### config.mk
export PLATFORM = sky130hd
export DESIGN_NAME = breakpoint_address_table
export DESIGN_NICKNAME = d
export VERILOG_FILES = /design/src/rtl/core/bat_pkg.sv /design/src/rtl/core/bat_cell.sv /design/src/rtl/core/breakpoint_address_table.sv
export SDC_FILE = /design/constraint.sdc
export NUM_CORES = 2
export LEC_CHECK = 0
export BUFFER_PORTS_ARGS = -buffer_cell sky130_fd_sc_hd__buf_2
export CORE_ASPECT_RATIO = 0.9
export CORE_UTILIZATION = 40
export CTS_BUF_LIST = sky130_fd_sc_hd__clkbuf_2
export CTS_CLUSTER_DIAMETER = 120
export DETAILED_ROUTE_END_ITERATION = 10
export GPL_TIMING_DRIVEN = 0
export REMOVE_ABC_BUFFERS = 1
export SYNTH_ARGS = -nofsm -noshare
export SYNTH_HDL_FRONTEND = slang
export SYNTH_SLANG_ARGS = --single-unit
### constraint.sdc
create_clock -name clk_i -period 4.43 [get_ports clk_i]
set_input_delay 0.443 -clock clk_i [delete_from_list [all_inputs] [get_ports clk_i]]
set_output_delay 0.443 -clock clk_i [all_outputs]
set_load 0.02 [all_outputs]
### src/rtl/core/bat_pkg.sv
// Shared types and constants for the breakpoint address table.
package bat_pkg;

  localparam int unsigned BpEntries  = 16;
  localparam int unsigned BpTypeBits = 2;

  typedef enum logic [2:0] {
    CMD_SET         = 3'd0,
    CMD_DELETE      = 3'd1,
    CMD_DELETE_KIND = 3'd2,
    CMD_LOOKUP      = 3'd3,
    CMD_READ        = 3'd4
  } bp_cmd_e;

  typedef struct packed {
    logic [2:0]  command;
    logic [31:0] address;
    logic [1:0]  bp_type;
    logic [3:0]  slot;
  } bp_req_t;

  typedef struct packed {
    logic        ok;
    logic [31:0] read_address;
  } bp_rsp_t;

  // Request token walking the cell chain, with the flags gathered so far.
  typedef struct packed {
    logic        active;
    logic [2:0]  cmd;
    logic [31:0] address;
    logic [3:0]  slot;
    logic        hit;
    logic        dup;
    logic        free_found;
    logic        rd_ok;
    logic [31:0] rd_addr;
  } bp_tok_t;

  // Broadcast from the chain end: commit a pending set, drop candidate marks.
  typedef struct packed {
    logic        commit;
    logic        clear;
    logic [31:0] address;
  } bp_wr_t;

endpackage

### src/rtl/core/bat_cell.sv
// One table entry: holds valid, kind and address, and passes the request token on.
module bat_cell import bat_pkg::*; #(
  parameter int unsigned Idx      = 0,
  parameter int unsigned TypeBits = BpTypeBits
) (
  input  logic                clk_i,
  input  logic                rst_ni,
  input  logic                adv_i,
  input  bp_tok_t             tok_i,
  input  logic [TypeBits-1:0] kind_i,
  input  bp_wr_t              wr_i,
  input  logic [TypeBits-1:0] wr_kind_i,
  output bp_tok_t             tok_o,
  output logic [TypeBits-1:0] kind_o
);

  localparam bit Fixed = (Idx == 0);

  logic                valid_q, valid_d;
  logic [TypeBits-1:0] kind_q, kind_d;
  logic [31:0]         addr_q, addr_d;
  logic                cand_q, cand_d;
  bp_tok_t             tok_q, tok_d;
  logic [TypeBits-1:0] tkind_q;

  logic addr_eq, kind_eq, slot_eq;

  assign addr_eq = valid_q && (addr_q == tok_i.address);
  assign kind_eq = (kind_q == kind_i);
  assign slot_eq = (32'(tok_i.slot) == Idx);

  always_comb begin
    tok_d   = tok_i;
    valid_d = valid_q;
    kind_d  = kind_q;
    addr_d  = addr_q;
    cand_d  = cand_q;
    if (tok_i.active) begin
      case (tok_i.cmd)
        CMD_SET: begin
          if (addr_eq && kind_eq) tok_d.dup = 1'b1;
          // lowest free entry marks itself as the place for the new breakpoint
          if (!tok_i.free_found && !valid_q) begin
            tok_d.free_found = 1'b1;
            cand_d           = 1'b1;
          end
        end
        CMD_DELETE: begin
          if (slot_eq && !Fixed) valid_d = 1'b0;
        end
        CMD_DELETE_KIND: begin
          if (kind_eq && !Fixed) valid_d = 1'b0;
        end
        CMD_LOOKUP: begin
          if (addr_eq) tok_d.hit = 1'b1;
        end
        CMD_READ: begin
          if (slot_eq && valid_q) begin
            tok_d.rd_ok   = 1'b1;
            tok_d.rd_addr = addr_q;
          end
        end
        default: begin
        end
      endcase
    end
    if (wr_i.commit && cand_q) begin
      valid_d = 1'b1;
      kind_d  = wr_kind_i;
      addr_d  = wr_i.address;
    end
    if (wr_i.clear) cand_d = 1'b0;
  end

  always_ff @(posedge clk_i or negedge rst_ni) begin
    if (!rst_ni) begin
      valid_q <= Fixed;
      kind_q  <= '0;
      addr_q  <= '0;
      cand_q  <= 1'b0;
      tok_q   <= '0;
      tkind_q <= '0;
    end else if (adv_i) begin
      valid_q <= valid_d;
      kind_q  <= kind_d;
      addr_q  <= addr_d;
      cand_q  <= cand_d;
      tok_q   <= tok_d;
      tkind_q <= kind_i;
    end
  end

  assign tok_o  = tok_q;
  assign kind_o = tkind_q;

endmodule

### src/rtl/core/breakpoint_address_table.sv
// Breakpoint address table: a chain of entry cells walked by each request.
// The token is registered at the head, in each cell in turn and, as a result, in
// the output register; a new request waits until the last has left the chain end.
// It visits one cell per cycle unless a stalled output holds the chain; a set is
// committed when it leaves the end. Reset: entry 0 valid, kind 0, address 0;
// all other entries free, no clearing pass, requests taken once reset is released.
module breakpoint_address_table import bat_pkg::*; #(
  parameter int unsigned Entries  = BpEntries,
  parameter int unsigned TypeBits = BpTypeBits
) (
  input  logic    clk_i,
  input  logic    rst_ni,
  input  logic    in_valid_i,
  output logic    in_stall_o,
  input  bp_req_t in_req_i,
  output logic    out_valid_o,
  input  logic    out_stall_i,
  output bp_rsp_t out_rsp_o
);

  bp_tok_t             tok   [Entries+1];
  logic [TypeBits-1:0] tkind [Entries+1];

  bp_tok_t             head_q;
  logic [TypeBits-1:0] head_kind_q;
  logic                busy_q;
  logic                out_valid_q;
  bp_rsp_t             out_rsp_q;

  logic    accept, adv, fire;
  bp_tok_t tail;
  bp_wr_t  wr;
  bp_rsp_t rsp_d;

  assign accept = in_valid_i && !busy_q;
  assign tail   = tok[Entries];
  // whole chain holds while a finished request waits on a full output register
  assign adv    = !(tail.active && out_valid_q && out_stall_i);
  assign fire   = tail.active && adv;

  assign tok[0]   = head_q;
  assign tkind[0] = head_kind_q;

  always_ff @(posedge clk_i or negedge rst_ni) begin
    if (!rst_ni) begin
      head_q      <= '0;
      head_kind_q <= '0;
    end else if (accept) begin
      head_q.active     <= 1'b1;
      head_q.cmd        <= in_req_i.command;
      head_q.address    <= in_req_i.address;
      head_q.slot       <= in_req_i.slot;
      head_q.hit        <= 1'b0;
      head_q.dup        <= 1'b0;
      head_q.free_found <= 1'b0;
      head_q.rd_ok      <= 1'b0;
      head_q.rd_addr    <= '0;
      head_kind_q       <= TypeBits'(in_req_i.bp_type);
    end else if (adv) begin
      head_q.active <= 1'b0;
    end
  end

  always_comb begin
    wr.commit  = fire && (tail.cmd == CMD_SET) && !tail.dup && tail.free_found;
    wr.clear   = fire;
    wr.address = tail.address;
  end

  for (genvar i = 0; i < Entries; i++) begin : g_cell
    bat_cell #(
      .Idx      (i),
      .TypeBits (TypeBits)
    ) u_cell (
      .clk_i     (clk_i),
      .rst_ni    (rst_ni),
      .adv_i     (adv),
      .tok_i     (tok[i]),
      .kind_i    (tkind[i]),
      .wr_i      (wr),
      .wr_kind_i (tkind[Entries]),
      .tok_o     (tok[i+1]),
      .kind_o    (tkind[i+1])
    );
  end

  always_comb begin
    rsp_d = '0;
    case (tail.cmd)
      CMD_SET:         rsp_d.ok = tail.dup || tail.free_found;
      CMD_DELETE:      rsp_d.ok = (tail.slot != '0) && (32'(tail.slot) < Entries);
      CMD_DELETE_KIND: rsp_d.ok = 1'b1;
      CMD_LOOKUP:      rsp_d.ok = tail.hit;
      CMD_READ: begin
        rsp_d.ok = tail.rd_ok;
        if (tail.rd_ok) rsp_d.read_address = tail.rd_addr;
      end
      default:         rsp_d.ok = 1'b0;
    endcase
  end

  always_ff @(posedge clk_i or negedge rst_ni) begin
    if (!rst_ni) begin
      busy_q      <= 1'b0;
      out_valid_q <= 1'b0;
      out_rsp_q   <= '0;
    end else begin
      if (accept) begin
        busy_q <= 1'b1;
      end else if (fire) begin
        busy_q <= 1'b0;
      end
      if (fire) begin
        out_valid_q <= 1'b1;
        out_rsp_q   <= rsp_d;
      end else if (!out_stall_i) begin
        out_valid_q <= 1'b0;
      end
    end
  end

  assign in_stall_o  = busy_q;
  assign out_valid_o = out_valid_q;
  assign out_rsp_o   = out_rsp_q;

endmodule

After elaboration in Yosys (flattened, before gate mapping) --
Index checks and enable logic that the tools add are counted.
Storage, ports and cells: flip-flop bits (word level) 1900, bits of input ports 45, output and inout port bits 35, logic and storage cells 911
Operators by class: equality and inequality tests 145, multiplexer cells 271, bitwise gates (word level) 1, reductions and logical operators 262
Operator list (number):
- $mux 33 | 32
- $mux 36 | 16
- $eq 32x32->1 | 16
- $mux 1 | 189
- $reduce_bool 2->1 | 63
- $eq 3x2->1 const B | 33
- $ne 3x1->1 const B | 30
- $logic_and 1x1->1 | 84
- $reduce_and 5->1 | 15
- $mux 32 | 2
- $reduce_and 4->1 | 16
- $eq 3x3->1 const B | 17
- $logic_not 3->1 | 17
- $eq 3x1->1 const B | 16
- $reduce_bool 3->1 | 15
- $logic_not 1->1 | 33
- $eq 2x2->1 | 16
- $eq 4x4->1 const B | 8
- $mux 2 | 16
- $reduce_and 2->1 | 16
- $pmux 1 s2 | 15
- $eq 4x3->1 const B | 4
- $eq 4x2->1 const B | 2
- $pmux 1 s5 | 1
- other kinds (7) | 7

Logic depth before layout (Yosys ltp) --
depth in word-level cells 10, depth in mapped cells 8, gate-level depth less buffers 5

Hierarchy --
From an unflattened synthesis, not the netlist that was laid out.
Unflattened totals: cells, all modules 6098, area total of the unflattened synthesis 80443.4 um^2
Modules (own cells, without submodules):
- bat_cell (g_cell[10].u_cell ...) | times used 4, cells each 377, area an instance 4963.5 um^2, sequential area each 2852.7 um^2
- bat_cell (g_cell[4].u_cell ...) | times used 2, cells each 378, area an instance 4981.0 um^2, sequential area each 2852.7 um^2
- bat_cell (g_cell[11].u_cell ...) | times used 2, cells each 378, area an instance 4962.3 um^2, sequential area each 2852.7 um^2
- bat_cell (g_cell[13].u_cell ...) | times used 2, cells each 377, area an instance 4959.8 um^2, sequential area each 2852.7 um^2
- bat_cell (g_cell[1].u_cell ...) | times used 2, cells each 377, area an instance 4943.5 um^2, sequential area each 2852.7 um^2
- bat_cell (g_cell[3].u_cell) | times used 1, cells each 379, area an instance 4997.3 um^2, sequential area each 2852.7 um^2
- bat_cell (g_cell[12].u_cell) | times used 1, cells each 379, area an instance 4966.0 um^2, sequential area each 2852.7 um^2
- bat_cell (g_cell[15].u_cell) | times used 1, cells each 377, area an instance 4948.5 um^2, sequential area each 2852.7 um^2
- bat_cell (g_cell[0].u_cell) | times used 1, cells each 253, area an instance 3090.5 um^2, sequential area each 1951.9 um^2
- breakpoint_address_table | times used 1, cells each 182, area an instance 2894.0 um^2, sequential area each 1926.8 um^2

Worst setup path after synthesis --
OpenSTA, ideal clock, no wires.
path kind reg-to-reg, start register out_valid_q (netlist: out_valid_o), end register g_cell[12].u_cell.addr_q[10], setup time 0.125 ns, data arrival time 2.119 ns, required time 4.305 ns, setup slack 2.186 ns, stages on the path, launching flop included 8, buffers on the path 2, period minus slack after synthesis 2.244 ns, path through dfrtp_1 > nand2_1 > nand2_1 > nor4_4 > buf_12 > nand2_8 > buf_12 > mux2_4
Between the ends: word-level cells in the longest chain between the ends 9, elaborated cells between the ends (all ways) 10, those cells by class 1 x bitwise; 9 x reduce/logical
Ends and longest elaborated chain:
- start: declaration | RTL line breakpoint_address_table.sv:27 | logic out_valid_q;
- start signal: assignment | RTL line breakpoint_address_table.sv:105 | out_valid_q <= 1'b0;
- start signal: assignment | RTL line breakpoint_address_table.sv:114 | out_valid_q <= 1'b1;
- start signal: assignment | RTL line breakpoint_address_table.sv:117 | out_valid_q <= 1'b0;
- $logic_and 1x1->1 (*) (2 in series) | RTL line breakpoint_address_table.sv:38 | assign adv = !(tail.active && out_valid_q && out_stall_i);
- $logic_not 1->1 | RTL line breakpoint_address_table.sv:38
- $logic_and 1x1->1 | RTL line breakpoint_address_table.sv:39 | assign fire = tail.active && adv;
- $logic_and 1x1->1 (3 in series) | RTL line breakpoint_address_table.sv:65 | wr.commit = fire && (tail.cmd == CMD_SET) && !tail.dup && tail.free_found;
- $logic_and 1x1->1 | RTL line bat_cell.sv:67 | if (wr_i.commit && cand_q) begin
- $reduce_and 2->1 (no line) (*)
- end signal: assignment | RTL line bat_cell.sv:86 | addr_q <= addr_d;
- end: declaration | RTL line bat_cell.sv:21 | logic [31:0] addr_q, addr_d;
Every way passes the cells marked *; elsewhere a longest branch is shown, timed or not. A chain may end at the register's enable or synchronous reset.

Worst setup path in the final report --
start register g_cell[15].u_cell.tok_q, in the netlist g_cell[15].u_cell.tok_o[75], end register g_cell[3].u_cell.tok_q, in the netlist g_cell[3].u_cell.tok_o[34]
Between the ends: word-level cells in the longest chain between the ends 2
Ends and longest elaborated chain:
- start: declaration | RTL line bat_cell.sv:23 | bp_tok_t tok_q, tok_d;
- start signal: assignment | RTL line bat_cell.sv:88 | tok_q <= tok_d;
- $logic_and 1x1->1 (2 in series) | RTL line breakpoint_address_table.sv:38
- end signal: assignment | RTL line bat_cell.sv:88
- end: declaration | RTL line bat_cell.sv:23
No other way between the ends.

==> reports/qor.csv <==
metric,value,unit
crit_fanout,79,
postLayoutCoreUtil,44.3,%
arrival,5.78,ns
grt_pass1_wl,305,mm
setup.worst_path.start_class,flop,
dp_cells,9933,
worstSetupEndpointType,flop,
grt.overflow.total,0,
synth_top_area_share,57.4,%
min_period,4.07,ns
synth_cell_types,49,
numPortBuffers,79,
htree_levels,5,
clk_pin_slew,0.11,ns
place_congestion,0.882,
routed_wl,189,mm
syn_avg_cell_area,10.6,sq um
first_global_vias,53300,
period_share,91.9,%
p_leak,44.3,nW
synth.area.top_cells,"dfrtp_1 57%, nand2_1 12%, mux2_4 5.5%",
tns,0,ns
postCtsSetupBuffers,0,
critPathKind,reg2reg,
ys.flop_type,dfrtp_1,
antenna_found_initial,4,
initial_core_util,40.3,%
fillers,19100,
hpwl,132,mm
ys_seq_area_share,57.4,%
cts_buffers,444,
netlist_instances,7548,
hold_path_class,in2async,
rsz0062_at_grt,no,
drtIter0Drc,3545,
finalNonFillerCells,10800,
relSlewSlack,14.3,%
tightest_slew,1.29,ns
cts_tree,yes,
finalPower,50.3,mW
via_count,52000,
cts.sinks,1832,
status,completed,
vias_per_cell,4.84,
area_growth,9.99,%
clock-root-buffer,clkbuf_2,
fin_nets,7888,
ys_top_cells_by_count,"2637 x nand2_1, 1832 x dfrtp_1, 424 x xnor2_1",
die_area,201000,sq um
die_w,473,um
grt_usage,19.0,%
routedWlPerCell,17.6,um
die_h,426,um
final_hold_viol_count,0,
synth-seq-cells,1832,
clock_skew,0.112,ns
ir_drop,0.000305,V
fp-row-count,155,
drive_above_1_share,17.0,%
synth_top_area_cell,dfrtp_1,
grt_max_degree,167,
yosysWarnings,0,
postRouteAntennaNets,0,
maxSlewViolCount,0,
cp.required,6.14,ns
synth-edff-count,0,
core,198000,sq um
cts_buffer_depth,4,
drv_cap,0,
syn_area,79900,sq um
ioPinCount,80,
setup_violations,0,
p_per_area,573,nW/um^2
drt-pass1-iter-count,6,
synthMostInstantiatedCell,nand2_1,
clk_latency,1.88,ns
fmax,246,MHz
async_flop_share,100,%
drc,0,
layout by cell type, fill, tap and decap left out, types with 43 or more instances in the layout:
cell and count:
a22o_1 65, dfrtp_1 1832, xor2_1 78, nand4_1 108, nand2_1 2636, o21ai_0 366, clkbuf_2 630, mux2_2 261
nor3_1 50, xnor2_1 424, buf_2 78, buf_16 43, dlygate4sd3_1 132, a31oi_1 176, mux2i_1 315, nor2_1 241
mux2_4 290
routing by layer:
layer | vias up | track usage [%] | routed length [um]
li1 | 25700 | - | -
met1 | 25000 | 26.8 | 91900
met2 | 986 | 28.4 | 82400
met3 | 349 | 2.56 | 5870
met4 | 0 | 10.2 | 8700
met5 | - | 0 | 0
sequential cells by signal (all words and copies together) (netlist names):
register	count
g_cell.u_cell.addr_q	480
g_cell.u_cell.cand_q	15
g_cell.u_cell.kind_o	32
g_cell.u_cell.kind_q	30
g_cell.u_cell.tok_o	1183
g_cell.u_cell.valid_q	15
head_kind_q	2
head_q	40
in_stall_o	1
out_rsp_o	33
out_valid_o	1
path summary, 6_finish.rpt:
path	end	slack [ns]	from	depth (start not counted)
worst max-delay path	g_cell[3].u_cell.tok_o[34]	0.36	g_cell[15].u_cell.tok_o[75]	11
worst min-delay path	out_rsp_o[19]	0.33	rst_ni	5
worst max register to register	g_cell[3].u_cell.tok_o[34]	0.36	g_cell[15].u_cell.tok_o[75]	11
worst min register to register	g_cell[12].u_cell.tok_o[69]	0.44	g_cell[11].u_cell.tok_o[69]	2
max in group asynchronous	head_kind_q[1]	1.14	rst_ni	9
min in group clk_i	head_q[60]	0.41	in_req_i[26]	5
cell families (layout without fill, tap and decap cells):
| logic type | Yosys count | in the layout | share of synthesized area (%) |
|---|---|---|---|
| mux | 866 | 866 | 13.1 |
| flops | 1832 | 1832 | 57.4 |
| xor+xnor | 502 | 502 | 5.50 |
| other cells | 0 | 9 | 0 |
| compound gates | 676 | 676 | 4.92 |
| simple gates | 3212 | 3212 | 16.3 |
| buf+inv | 460 | 984 | 2.82 |
final cells by class:
class / count / area (sq um) / area share, %
Antenna cell: 9 / 22.5 / 0.0256
Clock buffer: 630 / 3150 / 3.59
Clock inverter: 45 / 175 / 0.199
Inverter: 30 / 113 / 0.128
Multi-Input combinational cell: 5256 / 31900 / 36.3
Sequential cell: 1832 / 45800 / 52.2
Tap cell: 2669 / 3340 / 3.80
Timing Repair Buffer: 279 / 3310 / 3.77
repair_timing:
item / 4_1_cts / 5_1_grt
endpoints found under the setup margin: 0 / 1
hold buffers: 133 / 0
endpoints found under the hold margin: 1970 / 0
resized for setup: 0 / 1
critical path, cell delays in order (launching register included):
cell and delay (ns):
dfrtp_1 0.45, nand3_4 0.39, buf_16 0.32, buf_16 0.34, buf_16 0.29, buf_16 0.32
buf_12 0.29, buf_16 0.30, nand3_1 0.20, nor3_2 0.37, nand3_1 0.31, o21ai_0 0.25
through the flow:
step           setup slack (ns)  cell area [sq um]  hold WS (ns)
2_1_floorplan            -26.76              77700         0.147
3_3_place_gp             -55.95              81500         0.452
3_5_place_dp             0.0565              83100         0.454
4_1_cts                   0.118              87800        0.0976
5_1_grt                   0.168              87800         0.307
6_report                  0.360              87900         0.334
power breakdown:
group	internal [mW]	total, mW	switching (mW)	leakage, nW
Sequential	21.8	28.0	6.18	23.9
Clock	3.69	10.1	6.38	2.71
Combinational	5.69	12.3	6.59	17.7
Total	31.2	50.3	19.1	44.3
(Power assumes the default switching activity.)
